--- src/rtl/rau_pkg.sv ---
// Package for the rational arithmetic unit: field widths, opcodes, controller
// states and the command/status types between controller and datapath. No dependencies.
package rau_pkg;

  localparam int FIELD_BITS     = 32;
  localparam int OPC_BITS       = 3;
  localparam int WORD_BITS_DEF  = 32;

  typedef enum logic [OPC_BITS-1:0] {
    OP_ADD     = 3'd0,
    OP_MULTIPLY= 3'd1,
    OP_DIVIDE  = 3'd2,
    OP_GREATER = 3'd3,
    OP_EQUAL   = 3'd4,
    OP_REDUCE  = 3'd5,
    OP_NEGATE  = 3'd6,
    OP_INVERT  = 3'd7
  } op_t;

  typedef enum logic [4:0] {
    ST_IDLE, ST_DECODE, ST_MUL_A, ST_MUL_B, ST_MUL_C, ST_SUM,
    ST_RED, ST_GCD_CHK, ST_GCD_WAIT, ST_DIVN_GO, ST_DIVN_WAIT,
    ST_DIVD_GO, ST_DIVD_WAIT, ST_RED_END, ST_LOAD_Y, ST_PROD_N,
    ST_PROD_D, ST_DONE
  } state_t;

  // which reduction is running: cross-cancel of the first pair, of the second, or final
  typedef enum logic [1:0] {PH_X, PH_Y, PH_F} phase_t;

  typedef enum logic [4:0] {
    CMD_NONE, CMD_LOAD, CMD_LD_X, CMD_LD_Y, CMD_LD_A, CMD_LD_NEG, CMD_LD_INV,
    CMD_MUL_AN_BD, CMD_MUL_AD_BN, CMD_MUL_AD_BD, CMD_SUM,
    CMD_MUL_XY_N, CMD_MUL_XY_D, CMD_SAVE_X, CMD_SAVE_Y,
    CMD_RED_ZERO, CMD_RED_PREP, CMD_GCD_GO, CMD_GCD_STEP,
    CMD_DIVN_GO, CMD_DIVN_SAVE, CMD_DIVD_GO, CMD_DIVD_SAVE, CMD_OUT
  } cmd_t;

  typedef struct packed {
    logic num_zero;
    logic y_zero;
    logic div_done;
    op_t  opcode;
  } dp_status_t;

endpackage

--- src/rtl/rau_ctrl.sv ---
// Controller of the rational unit: sequences loads, products, Euclid reduction
// and result hand-off through datapath commands. Depends on rau_pkg.
module rau_ctrl (
  input  logic                clk,
  input  logic                rst,
  input  logic                in_valid,
  output logic                in_ready,
  output logic                out_valid,
  input  logic                out_ready,
  input  rau_pkg::dp_status_t status,
  output rau_pkg::cmd_t       cmd
);
  rau_pkg::state_t state, state_next;
  rau_pkg::phase_t phase, phase_next;

  always_ff @(posedge clk) begin
    if (rst) begin
      state     <= rau_pkg::ST_IDLE;
      phase     <= rau_pkg::PH_F;
      out_valid <= 1'b0;
    end else begin
      state <= state_next;
      phase <= phase_next;
      if (cmd == rau_pkg::CMD_OUT)
        out_valid <= 1'b1;
      else if (out_ready)
        out_valid <= 1'b0;
    end
  end

  always_comb begin
    state_next = state;
    phase_next = phase;
    unique case (state)
      rau_pkg::ST_IDLE:
        if (in_valid) state_next = rau_pkg::ST_DECODE;
      rau_pkg::ST_DECODE: begin
        unique case (status.opcode)
          rau_pkg::OP_ADD, rau_pkg::OP_GREATER: state_next = rau_pkg::ST_MUL_A;
          rau_pkg::OP_MULTIPLY, rau_pkg::OP_DIVIDE: begin
            phase_next = rau_pkg::PH_X;
            state_next = rau_pkg::ST_RED;
          end
          rau_pkg::OP_REDUCE: begin
            phase_next = rau_pkg::PH_F;
            state_next = rau_pkg::ST_RED;
          end
          default: state_next = rau_pkg::ST_DONE;
        endcase
      end
      rau_pkg::ST_MUL_A: state_next = rau_pkg::ST_MUL_B;
      rau_pkg::ST_MUL_B: state_next = rau_pkg::ST_MUL_C;
      rau_pkg::ST_MUL_C: state_next = rau_pkg::ST_SUM;
      rau_pkg::ST_SUM: begin
        phase_next = rau_pkg::PH_F;
        state_next = (status.opcode == rau_pkg::OP_GREATER) ? rau_pkg::ST_DONE
                                                            : rau_pkg::ST_RED;
      end
      rau_pkg::ST_RED:
        state_next = status.num_zero ? rau_pkg::ST_RED_END : rau_pkg::ST_GCD_CHK;
      rau_pkg::ST_GCD_CHK:
        state_next = status.y_zero ? rau_pkg::ST_DIVN_GO : rau_pkg::ST_GCD_WAIT;
      rau_pkg::ST_GCD_WAIT:
        if (status.div_done) state_next = rau_pkg::ST_GCD_CHK;
      rau_pkg::ST_DIVN_GO: state_next = rau_pkg::ST_DIVN_WAIT;
      rau_pkg::ST_DIVN_WAIT:
        if (status.div_done) state_next = rau_pkg::ST_DIVD_GO;
      rau_pkg::ST_DIVD_GO: state_next = rau_pkg::ST_DIVD_WAIT;
      rau_pkg::ST_DIVD_WAIT:
        if (status.div_done) state_next = rau_pkg::ST_RED_END;
      rau_pkg::ST_RED_END: begin
        unique case (phase)
          rau_pkg::PH_X: state_next = rau_pkg::ST_LOAD_Y;
          rau_pkg::PH_Y: state_next = rau_pkg::ST_PROD_N;
          default:       state_next = rau_pkg::ST_DONE;
        endcase
      end
      rau_pkg::ST_LOAD_Y: begin
        phase_next = rau_pkg::PH_Y;
        state_next = rau_pkg::ST_RED;
      end
      rau_pkg::ST_PROD_N: state_next = rau_pkg::ST_PROD_D;
      rau_pkg::ST_PROD_D: begin
        phase_next = rau_pkg::PH_F;
        state_next = rau_pkg::ST_RED;
      end
      rau_pkg::ST_DONE:
        if (!out_valid || out_ready) state_next = rau_pkg::ST_IDLE;
      default: state_next = rau_pkg::ST_IDLE;
    endcase
  end

  always_comb begin
    cmd      = rau_pkg::CMD_NONE;
    in_ready = 1'b0;
    unique case (state)
      rau_pkg::ST_IDLE: begin
        in_ready = 1'b1;
        if (in_valid) cmd = rau_pkg::CMD_LOAD;
      end
      rau_pkg::ST_DECODE: begin
        unique case (status.opcode)
          rau_pkg::OP_MULTIPLY, rau_pkg::OP_DIVIDE: cmd = rau_pkg::CMD_LD_X;
          rau_pkg::OP_REDUCE: cmd = rau_pkg::CMD_LD_A;
          rau_pkg::OP_NEGATE: cmd = rau_pkg::CMD_LD_NEG;
          rau_pkg::OP_INVERT: cmd = rau_pkg::CMD_LD_INV;
          default:            cmd = rau_pkg::CMD_NONE;
        endcase
      end
      rau_pkg::ST_MUL_A: cmd = rau_pkg::CMD_MUL_AN_BD;
      rau_pkg::ST_MUL_B: cmd = rau_pkg::CMD_MUL_AD_BN;
      rau_pkg::ST_MUL_C: cmd = rau_pkg::CMD_MUL_AD_BD;
      rau_pkg::ST_SUM:   cmd = rau_pkg::CMD_SUM;
      rau_pkg::ST_RED:
        cmd = status.num_zero ? rau_pkg::CMD_RED_ZERO : rau_pkg::CMD_RED_PREP;
      rau_pkg::ST_GCD_CHK:
        if (!status.y_zero) cmd = rau_pkg::CMD_GCD_GO;
      rau_pkg::ST_GCD_WAIT:
        if (status.div_done) cmd = rau_pkg::CMD_GCD_STEP;
      rau_pkg::ST_DIVN_GO: cmd = rau_pkg::CMD_DIVN_GO;
      rau_pkg::ST_DIVN_WAIT:
        if (status.div_done) cmd = rau_pkg::CMD_DIVN_SAVE;
      rau_pkg::ST_DIVD_GO: cmd = rau_pkg::CMD_DIVD_GO;
      rau_pkg::ST_DIVD_WAIT:
        if (status.div_done) cmd = rau_pkg::CMD_DIVD_SAVE;
      rau_pkg::ST_RED_END: begin
        unique case (phase)
          rau_pkg::PH_X: cmd = rau_pkg::CMD_SAVE_X;
          rau_pkg::PH_Y: cmd = rau_pkg::CMD_SAVE_Y;
          default:       cmd = rau_pkg::CMD_NONE;
        endcase
      end
      rau_pkg::ST_LOAD_Y: cmd = rau_pkg::CMD_LD_Y;
      rau_pkg::ST_PROD_N: cmd = rau_pkg::CMD_MUL_XY_N;
      rau_pkg::ST_PROD_D: cmd = rau_pkg::CMD_MUL_XY_D;
      rau_pkg::ST_DONE:
        if (!out_valid || out_ready) cmd = rau_pkg::CMD_OUT;
      default: cmd = rau_pkg::CMD_NONE;
    endcase
  end
endmodule

--- config.mk ---
export PLATFORM = sky130hd
export DESIGN_NAME = rau_ctrl
export DESIGN_NICKNAME = d
export VERILOG_FILES = /design/src/rtl/rau_pkg.sv /design/src/rtl/rau_ctrl.sv
export SDC_FILE = /design/constraint.sdc
export NUM_CORES = 1
export LEC_CHECK = 0
export ABC_AREA = 1
export ABC_CLOCK_PERIOD_IN_PS = 1610
export BUFFER_PORTS_ARGS = -buffer_cell sky130_fd_sc_hd__buf_2
export CORE_MARGIN = 2
export CORE_UTILIZATION = 25
export CTS_CLUSTER_DIAMETER = 40
export DETAILED_ROUTE_END_ITERATION = 10
export GPL_ROUTABILITY_DRIVEN = 1
export GPL_TIMING_DRIVEN = 0
export HOLD_SLACK_MARGIN = 0.02
export MAX_ROUTING_LAYER = met4
export SYNTH_ARGS = -nofsm -noshare
export SYNTH_HDL_FRONTEND = slang
export SYNTH_SLANG_ARGS = --single-unit
--- constraint.sdc ---
create_clock -name clk -period 1.61 [get_ports clk]
set_input_delay 0.161 -clock clk [delete_from_list [all_inputs] [get_ports clk]]
set_output_delay 0.161 -clock clk [all_outputs]
set_load 0.1 [all_outputs]
==> flow_summary.json, run 1 <==
{
  "initial_core_util_pct": 26.5,
  "grt-ovfl-total": 0,
  "ys_seq_area_share_pct": 16.3,
  "slew_headroom_pct": 68.0,
  "grt_max_degree": 10,
  "postRouteAntennaNets": 0,
  "synthTopCellsByArea": "nand2_1 (19%), dfxtp_1 (16%), nor2_1 (11%), inv_1 (7.6%), nand3_1 (7.6%)",
  "drv_cap": 0,
  "vias_per_cell": 5.15,
  "critPathLaunchType": "register",
  "synth_xor_area_share_pct": 0,
  "drtPass1Iterations": 4,
  "synth_top_family_by_area": "simple AND/OR/NAND/NOR gates",
  "cp.arrival_ns": 1.68,
  "synth_ff_type": "dfxtp_1",
  "crit_required_ns": 1.45,
  "cts_made_buffers": 3,
  "ys_top_cells_by_count": "nand2_1 (49), nor2_1 (28), inv_1 (20)",
  "root_buffer": "clkbuf_8",
  "place_hpwl_mm": 2.31,
  "clk_latency_ns": 0.23,
  "first_global_vias": 1228,
  "failed_checks": "setup timing",
  "finalHoldViolations": 0,
  "rsz0062_at_grt": "yes",
  "p_per_area_nw_per_um2": 921,
  "hold_path.class": "in -> reg",
  "rows": 22,
  "grt_usage_pct": 17.1,
  "portBuffers": 15,
  "postSynth.asyncResetShare_pct": 0,
  "path_buf_inv": 2,
  "finalNetCount": 228,
  "critical-path-top-delay-family": "compound AO/OA/AOI/OAI gates",
  "die_area_um2": 4450,
  "syn_nets": 182,
  "fin_crit_ns": 1.84,
  "yosys_warnings": 0,
  "htreeDepth": 1,
  "die_w_um": 66.7,
  "leakage_nw": 0.827,
  "yosysTopAreaCellShare_pct": 18.7,
  "crit_fanout": 5,
  "clock_skew_ns": 0.00159,
  "nFillCells": 369,
  "drv_slew": 0,
  "gp_congestion": 0.904,
  "cts_tree": "built",
  "yosysMostFrequentCell": "nand2_1",
  "netlist_instances": 172,
  "antenna_found_initial": 0,
  "muxShareOfSynthArea_pct": 0,
  "post-route-drc-count": 0,
  "drt-initial-drc-count": 49,
  "fmax_mhz": 544,
  "ir_drop_v": 0.000723,
  "clk_pin_slew_ns": 0.05,
  "ys_ff_latch": 8,
  "critPathKind": "reg -> out",
  "status": "complete, but fails checks",
  "cts_sinks": 8,
  "end_kind": "output port",
  "diodes": 0,
  "cpPeakStageDelay_ns": 0.38,
  "whs_ns": 0.257,
  "synth_largest_area_cell": "nand2_1",
  "core-area_um2": 3720,
  "clockBufferDepth": 2,
  "synthSimpleGateAreaFrac_pct": 58.9,
  "finalCritPeriodShare_pct": 114,
  "critPathSlowestCell": "dfxtp_4",
  "path_cells": "buf_12 -> nand2_4 -> nor2_4 -> nand2_1 -> o21ai_2 -> a21oi_2 -> o2111ai_2 -> buf_8",
  "setup_violations": 5,
  "chipHeight_um": 66.7,
  "drt-total-wl_mm": 3.87,
  "synth_fa_ha_area_share_pct": 0,
  "synth_compound_area_share_pct": 13.7,
  "area_growth_pct": 79.8,
  "routedWlPerCell_um": 14.6,
  "io_pins": 17,
  "vias": 1364,
  "holdBufCountCts": 0,
  "syn_avg_cell_area_um2": 5.72,
  "synth_area_um2": 983,
  "grt_pass1_wl_mm": 5.54,
  "synth_edf_count": 0,
  "worst_slack_ns": -0.229,
  "drive_gt1_share_pct": 49.3,
  "p_total_mw": 1.63,
  "worstMarginPinSlew_ns": 0.483,
  "synth_cell_types": 31
}
[worst paths after layout]
| path | cells after the start | slack (ns) | endpoint | start |
|---|---|---|---|---|
| min reg2reg | 2 | 0.46 | phase[0]$_SDFFE_PP0P_ | phase[0]$_SDFFE_PP0P_ |
| max reg2reg | 9 | 0.03 | state[3]$_SDFFE_PP0P_ | state[0]$_SDFFE_PP0P_ |
| max | 8 | -0.23 | cmd[2] | state[0]$_SDFFE_PP0P_ |
| min | 4 | 0.26 | out_valid$_SDFFE_PP0P_ | out_ready |
[report_power, final]
group          switching [mW]  internal, mW  leakage [nW]  total (mW)
registers              0.0292         0.218        0.0690       0.247
clock network          0.0935         0.173        0.0228       0.266
logic                   0.684         0.430         0.735        1.11
[routing by layer]
layer  part of all wire [%]  wire length (µm)  GRT usage, %
met1                     38              1480          20.4
met2                     49              1910          28.4
met3                    7.7               296          4.73
met4                    4.7               182          4.85
met5                      0                 0             -
[worst min-delay path: cells and delay by family]
kind          cells  cell delay (ns)
simple gates      3             0.18
buf+inv           1             0.10
[per-stage QoR]
stage / cells / utilization (%) / area, µm² / TNS [ns] / worst slack, ns
6_report: 265 / 47.6 / 1770 / -0.893 / -0.229
5_1_grt: 265 / 47.6 / 1770 / -1.24 / -0.262
4_1_cts: 255 / 41.4 / 1540 / -0.800 / -0.202
3_5_place_dp: 235 / 31.4 / 1170 / -1.29 / -0.323
3_3_place_gp: 235 / 31.4 / 1170 / -1.36 / -0.336
2_1_floorplan: 172 / - / 1030 / -1.83 / -0.860
[layout make-up]
class                   count  area (µm²)  share of cell area [%]
flip-flops and latches      8         178                    10.0
repair buffers             41         435                    24.6
well taps                  48        60.1                    3.40
clock buffers               4        45.0                    2.55
multi-input cells         138         906                    51.2
inverters                  23         100                    5.66
plain buffers               3        43.8                    2.48
[state kept, by name (all words and copies together) (netlist names)]
signal,cells
state,5
phase,2
out_valid,1
[kinds of logic after synthesis]
group / Yosys count
flip-flops: 8
buffers and inverters: 26
AND/OR/NAND/NOR: 116
AO/OA/AOI/OAI: 22
[cells in the final DEF, fill, tap and decap left out, types with 2 or more instances in the layout]
master and instances:
a21oi_1 4, a21oi_2 5, buf_12 9, buf_2 9, buf_4 16, buf_6 6
buf_8 2, clkbuf_8 3, clkinv_1 2, dfxtp_1 2, dfxtp_2 2, dfxtp_4 4
inv_1 13, inv_2 5, inv_6 2, nand2_1 39, nand2_2 6, nand2_4 6
nand3_1 13, nand3_2 3, nand3_4 3, nand3b_1 2, nand4_1 4, nor2_1 21
nor2_2 3, nor2_4 10, nor2_8 2, nor3_1 2, nor3_2 2, o21ai_1 2
o21ai_2 3
[what timing repair did]
item | 4_1_cts | 5_1_grt
resized for setup | 47 | 36
pin swaps | 14 | 17
cloned | 1 | 0
endpoints found under the setup margin | 6 | 9
buffers inserted | 15 | 12
Note: power is estimated with default switching activity, not from simulation.
==> inputs of run 2 (changes only) <==
--- a/config.mk
+++ b/config.mk
@@ -16,6 +16,7 @@
 export GPL_TIMING_DRIVEN = 0
 export HOLD_SLACK_MARGIN = 0.02
 export MAX_ROUTING_LAYER = met4
+export PLACE_DENSITY = 0.4
 export SYNTH_ARGS = -nofsm -noshare
 export SYNTH_HDL_FRONTEND = slang
 export SYNTH_SLANG_ARGS = --single-unit
==> flow_summary.json, run 2 (synthesis gave the netlist of run 1 again) <==
{
  "clk_latency_ns": 0.23,
  "path_cells": "nor2_4 -> buf_6 -> nand3_4 -> nor2_4 -> inv_2 -> nand3_2 -> nor2_1 -> nand2_2 -> buf_12",
  "reg_top3": "state x5, phase x2, out_valid x1",
  "path_buf_inv": 3,
  "die_w_um": 66.7,
  "vias": 1339,
  "critical-path-top-delay-family": "simple AND/OR/NAND/NOR gates",
  "path_depth": 9,
  "clockBufferDepth": 2,
  "cp.arrival_ns": 1.59,
  "clock_skew_ns": 0.00521,
  "drtPass1Iterations": 4,
  "wl_met2_mm": 1.97,
  "vias_per_cell": 5.00,
  "cts_sinks": 8,
  "clk_pin_slew_ns": 0.04,
  "top_register": "state",
  "final_cell_mix": "nand2_1 (36), buf_4 (23), nor2_1 (20), inv_1 (14), nor2_4 (13)",
  "drv_slew": 0,
  "crit_top_cell": "nor2_4",
  "routedWlPerCell_um": 14.0,
  "core-area_um2": 3720,
  "io_pins": 17,
  "critPathKind": "reg -> out",
  "worst_slack_ns": -0.136,
  "grt-ovfl-total": 0,
  "grt_max_degree": 9,
  "status": "complete, but fails checks",
  "finalCritPeriodShare_pct": 108,
  "p_per_area_nw_per_um2": 881,
  "leakage_nw": 0.850,
  "root_buffer": "clkbuf_8",
  "die_area_um2": 4450,
  "critPathSlowestCell": "dfxtp_4",
  "final_common_cell": "nand2_1",
  "gp_congestion": 0.909,
  "cts_tree": "built",
  "fin_crit_ns": 1.75,
  "worstMarginPinSlew_ns": 0.489,
  "chipHeight_um": 66.7,
  "crit_required_ns": 1.45,
  "finalSetupTns_ns": -0.659,
  "r2r_slack_ns": 0.07,
  "routed.top_layer": "met4",
  "hold_path.class": "in -> reg",
  "grt_usage_pct": 18.2,
  "place_hpwl_mm": 2.55,
  "rows": 22,
  "drt-initial-drc-count": 71,
  "htreeDepth": 1,
  "drv_cap": 0,
  "failed_checks": "setup timing",
  "cts_made_buffers": 3,
  "route.met3.wl_um": 165,
  "slew_headroom_pct": 67.6,
  "fmax_mhz": 573,
  "nFillCells": 379,
  "diodes": 0,
  "postRouteAntennaNets": 0,
  "p_total_mw": 1.60,
  "grt_pass1_wl_mm": 5.98,
  "post-route-drc-count": 0,
  "rsz0062_at_grt": "yes",
  "initial_core_util_pct": 26.5,
  "finalHoldViolations": 0,
  "drt-total-wl_mm": 3.76,
  "largest_reg_flops": 5,
  "m1WireLength_mm": 1.58,
  "ir_drop_v": 0.000613,
  "first_global_vias": 1301,
  "drive_gt1_share_pct": 53.6,
  "finalNetCount": 231,
  "area_growth_pct": 84.7,
  "whs_path_depth": 4,
  "crit_fanout": 5,
  "rr_worst_depth": 11,
  "antenna_found_initial": 0,
  "portBuffers": 15,
  "cpPeakStageDelay_ns": 0.37,
  "end_kind": "output port",
  "critPathLaunchType": "register",
  "setup_violations": 5
}
[run 2: changes by cell type in the layout (fill, tap and decap cells not counted), sizes merged]
cell    before  now
buf         43   47
bufbuf       1    0
clkinv       2    1
inv         20   21
[run 2: cell type report]
| class | count | area, µm² | share of cell area [%] |
|---|---|---|---|
| multi-input combinational | 138 | 975 | 53.7 |
| timing repair buffer | 45 | 428 | 23.6 |
| sequential | 8 | 180 | 9.92 |
| inverter | 23 | 105 | 5.79 |
| tap | 48 | 60.1 | 3.31 |
| clock buffer | 4 | 45.0 | 2.48 |
| buffer | 2 | 23.8 | 1.31 |
[run 2: tightest hold or removal path, stage by stage]
cell and delay, ns:
buf_2 0.10, nor2_4 0.04, nor2_1 0.09, nor2_1 0.04
[run 2: routing by layer]
metal / global-route usage (%) / vias up
met5: - / -
met3: 2.20 / 8
met4: 4.85 / 0
met1: 23.2 / 626
li1: - / 663
met2: 30.4 / 42
[run 2: metrics by stage]
stage          hold WS, ns  util, %  setup slack (ns)  cells  instance area (µm²)
2_1_floorplan        0.343        -            -0.860    172                 1030
3_3_place_gp         0.452     31.4            -0.419    235                 1170
3_5_place_dp         0.464     31.4            -0.375    235                 1170
4_1_cts              0.248     42.8            -0.145    259                 1590
5_1_grt              0.294     48.9            -0.214    268                 1820
6_report             0.248     48.9            -0.136    268                 1820
[run 2: where the power goes]
group          total (mW)  switching (mW)  leakage, nW  internal, mW
combinational        1.09           0.680        0.758         0.409
clock               0.251          0.0792       0.0228         0.172
sequential          0.261          0.0430       0.0693         0.218
[run 2: repair_timing]
action                     CTS  global route
pin swaps                   13            16
hold buffers                 0             0
buffers inserted            20            10
setup endpoints to repair    6             8
gates resized for setup     57            38
[run 2: worst paths after layout]
check | endpoint | startpoint
worst min register to register | phase[0]$_SDFFE_PP0P_ | phase[0]$_SDFFE_PP0P_
worst min-delay path | out_valid$_SDFFE_PP0P_ | out_ready
worst max-delay path | cmd[4] | state[3]$_SDFFE_PP0P_
worst max register to register | state[1]$_SDFFE_PP0P_ | state[0]$_SDFFE_PP0P_
==> inputs of run 3 (changes only) <==
--- a/config.mk
+++ b/config.mk
@@ -15,7 +15,6 @@
 export GPL_ROUTABILITY_DRIVEN = 1
 export GPL_TIMING_DRIVEN = 0
 export HOLD_SLACK_MARGIN = 0.02
-export MAX_ROUTING_LAYER = met4
 export PLACE_DENSITY = 0.4
 export SYNTH_ARGS = -nofsm -noshare
 export SYNTH_HDL_FRONTEND = slang
==> flow_summary.json, run 3 (synthesis gave the netlist of run 1 again) <==
{
  "clk_latency_ns": 0.23,
  "post-route-util_pct": 48.9,
  "die_area_um2": 4450,
  "leakage_nw": 0.850,
  "cp.arrival_ns": 1.60,
  "worstMarginPinSlew_ns": 0.489,
  "initial_core_util_pct": 26.5,
  "largest_reg_flops": 5,
  "ir_drop_v": 0.000612,
  "area_growth_pct": 84.7,
  "core-area_um2": 3720,
  "gp_congestion": 0.894,
  "chipHeight_um": 66.7,
  "portBuffers": 15,
  "seq_area_um2": 180,
  "path_cells": "inv_6 -> nor2_8 -> nand2_2 -> nor2_1 -> nor3_2 -> nand4_1 -> buf_8",
  "grt_util_met3_pct": 2.20,
  "fmax_mhz": 567,
  "vias_per_cell": 5.06,
  "holdBufCountCts": 0,
  "crit_fanout": 6,
  "first_global_vias": 1304,
  "critical-path-top-delay-family": "simple AND/OR/NAND/NOR gates",
  "critPathLaunchType": "register",
  "grt_max_degree": 9,
  "grt-ovfl-total": 0,
  "post-route-drc-count": 0,
  "crit_required_ns": 1.45,
  "rows": 22,
  "clock_skew_ns": 0.00521,
  "hold_path.class": "in -> reg",
  "critPathKind": "reg -> out",
  "finalCritPeriodShare_pct": 110,
  "clk_pin_slew_ns": 0.04,
  "root_buffer": "clkbuf_8",
  "worst_slack_ns": -0.155,
  "nFillCells": 379,
  "routedWlPerCell_um": 14.1,
  "drt-initial-drc-count": 84,
  "drv_slew": 0,
  "status": "complete, but fails checks",
  "rsz0062_at_grt": "yes",
  "final_common_cell": "nand2_1",
  "vias": 1356,
  "cts_tree": "built",
  "io_pins": 17,
  "p_per_area_nw_per_um2": 882,
  "grt_usage_pct": 17.7,
  "grtUsageMet1_pct": 23.0,
  "grt_pass1_wl_mm": 5.97,
  "clockBufferDepth": 2,
  "whs_ns": 0.248,
  "cts_made_buffers": 3,
  "cpPeakStageDelay_ns": 0.41,
  "die_w_um": 66.7,
  "drv_cap": 0,
  "setup_violations": 5,
  "finalNetCount": 231,
  "drt-total-wl_mm": 3.79,
  "drive_gt1_share_pct": 53.6,
  "final_cell_mix": "nand2_1 (36), buf_4 (23), nor2_1 (20), inv_1 (14), nor2_4 (13)",
  "met2_usage_pct": 30.5,
  "fin_crit_ns": 1.76,
  "slew_headroom_pct": 67.6,
  "antenna_found_initial": 0,
  "path_buf_inv": 2,
  "cts_sinks": 8,
  "grt_busiest_layer": "met2",
  "place_hpwl_mm": 2.55,
  "finalHoldViolations": 0,
  "htreeDepth": 1,
  "critPathSlowestCell": "dfxtp_4",
  "failed_checks": "setup timing",
  "postRouteAntennaNets": 0,
  "p_total_mw": 1.60,
  "reg_top3": "state x5, phase x2, out_valid x1",
  "drtPass1Iterations": 4,
  "diodes": 0,
  "end_kind": "output port",
  "top_register": "state",
  "multi_input_area_um2": 975
}
## run 3: cell counts in the layout (fill, tap and decap cells not counted)
Identical to the previous run, type by type.
## run 3: worst register-to-register path: stages (launching register included)
cell and delay (ns):
dfxtp_4 0.41, inv_6 0.06, nor2_8 0.16, buf_12 0.14, nand3_4 0.08, buf_6 0.13, buf_6 0.11, nand3_2 0.05
nor2_1 0.04, nand2_1 0.10, nand2_1 0.07, a21oi_2 0.13
## run 3: worst paths after layout
path	end	slack [ns]	cells past startpoint	from
worst min-delay path	out_valid$_SDFFE_PP0P_	0.25	4	out_ready
worst max register to register	state[1]$_SDFFE_PP0P_	0.06	11	state[0]$_SDFFE_PP0P_
worst min register to register	phase[0]$_SDFFE_PP0P_	0.47	2	phase[0]$_SDFFE_PP0P_
worst max-delay path	cmd[0]	-0.15	7	state[0]$_SDFFE_PP0P_
## run 3: final cells by class
type                       instances  area share (%)
tap                               48            3.31
multi-input combinational        138            53.7
inverter                          23            5.79
timing repair buffer              45            23.6
buffer                             2            1.31
clock buffer                       4            2.48
sequential                         8            9.92
## run 3: power by group
part / switching (mW) / internal, mW
Sequential: 0.0428 / 0.218
Combinational: 0.681 / 0.409
Clock: 0.0793 / 0.172
Total: 0.803 / 0.799
## run 3: timing repair
item	CTS	global route
buffers inserted	20	10
resized for setup	57	38
setup endpoints to repair	6	8
pin swaps	13	16
## run 3: through the flow
stage	setup slack (ns)	std cells	TNS (ns)	instance area, µm²
6_report	-0.155	268	-0.685	1820
5_1_grt	-0.214	268	-1.05	1820
4_1_cts	-0.145	259	-0.614	1590
3_5_place_dp	-0.375	235	-1.43	1170
3_3_place_gp	-0.419	235	-1.61	1170
2_1_floorplan	-0.860	172	-1.83	1030
## run 3: metal layers
| layer | share of wire, % | up-vias |
|---|---|---|
| li1 | - | 668 |
| met1 | 42 | 628 |
| met2 | 52 | 54 |
| met3 | 5.2 | 6 |
| met4 | 0.92 | 0 |
| met5 | 0 | - |
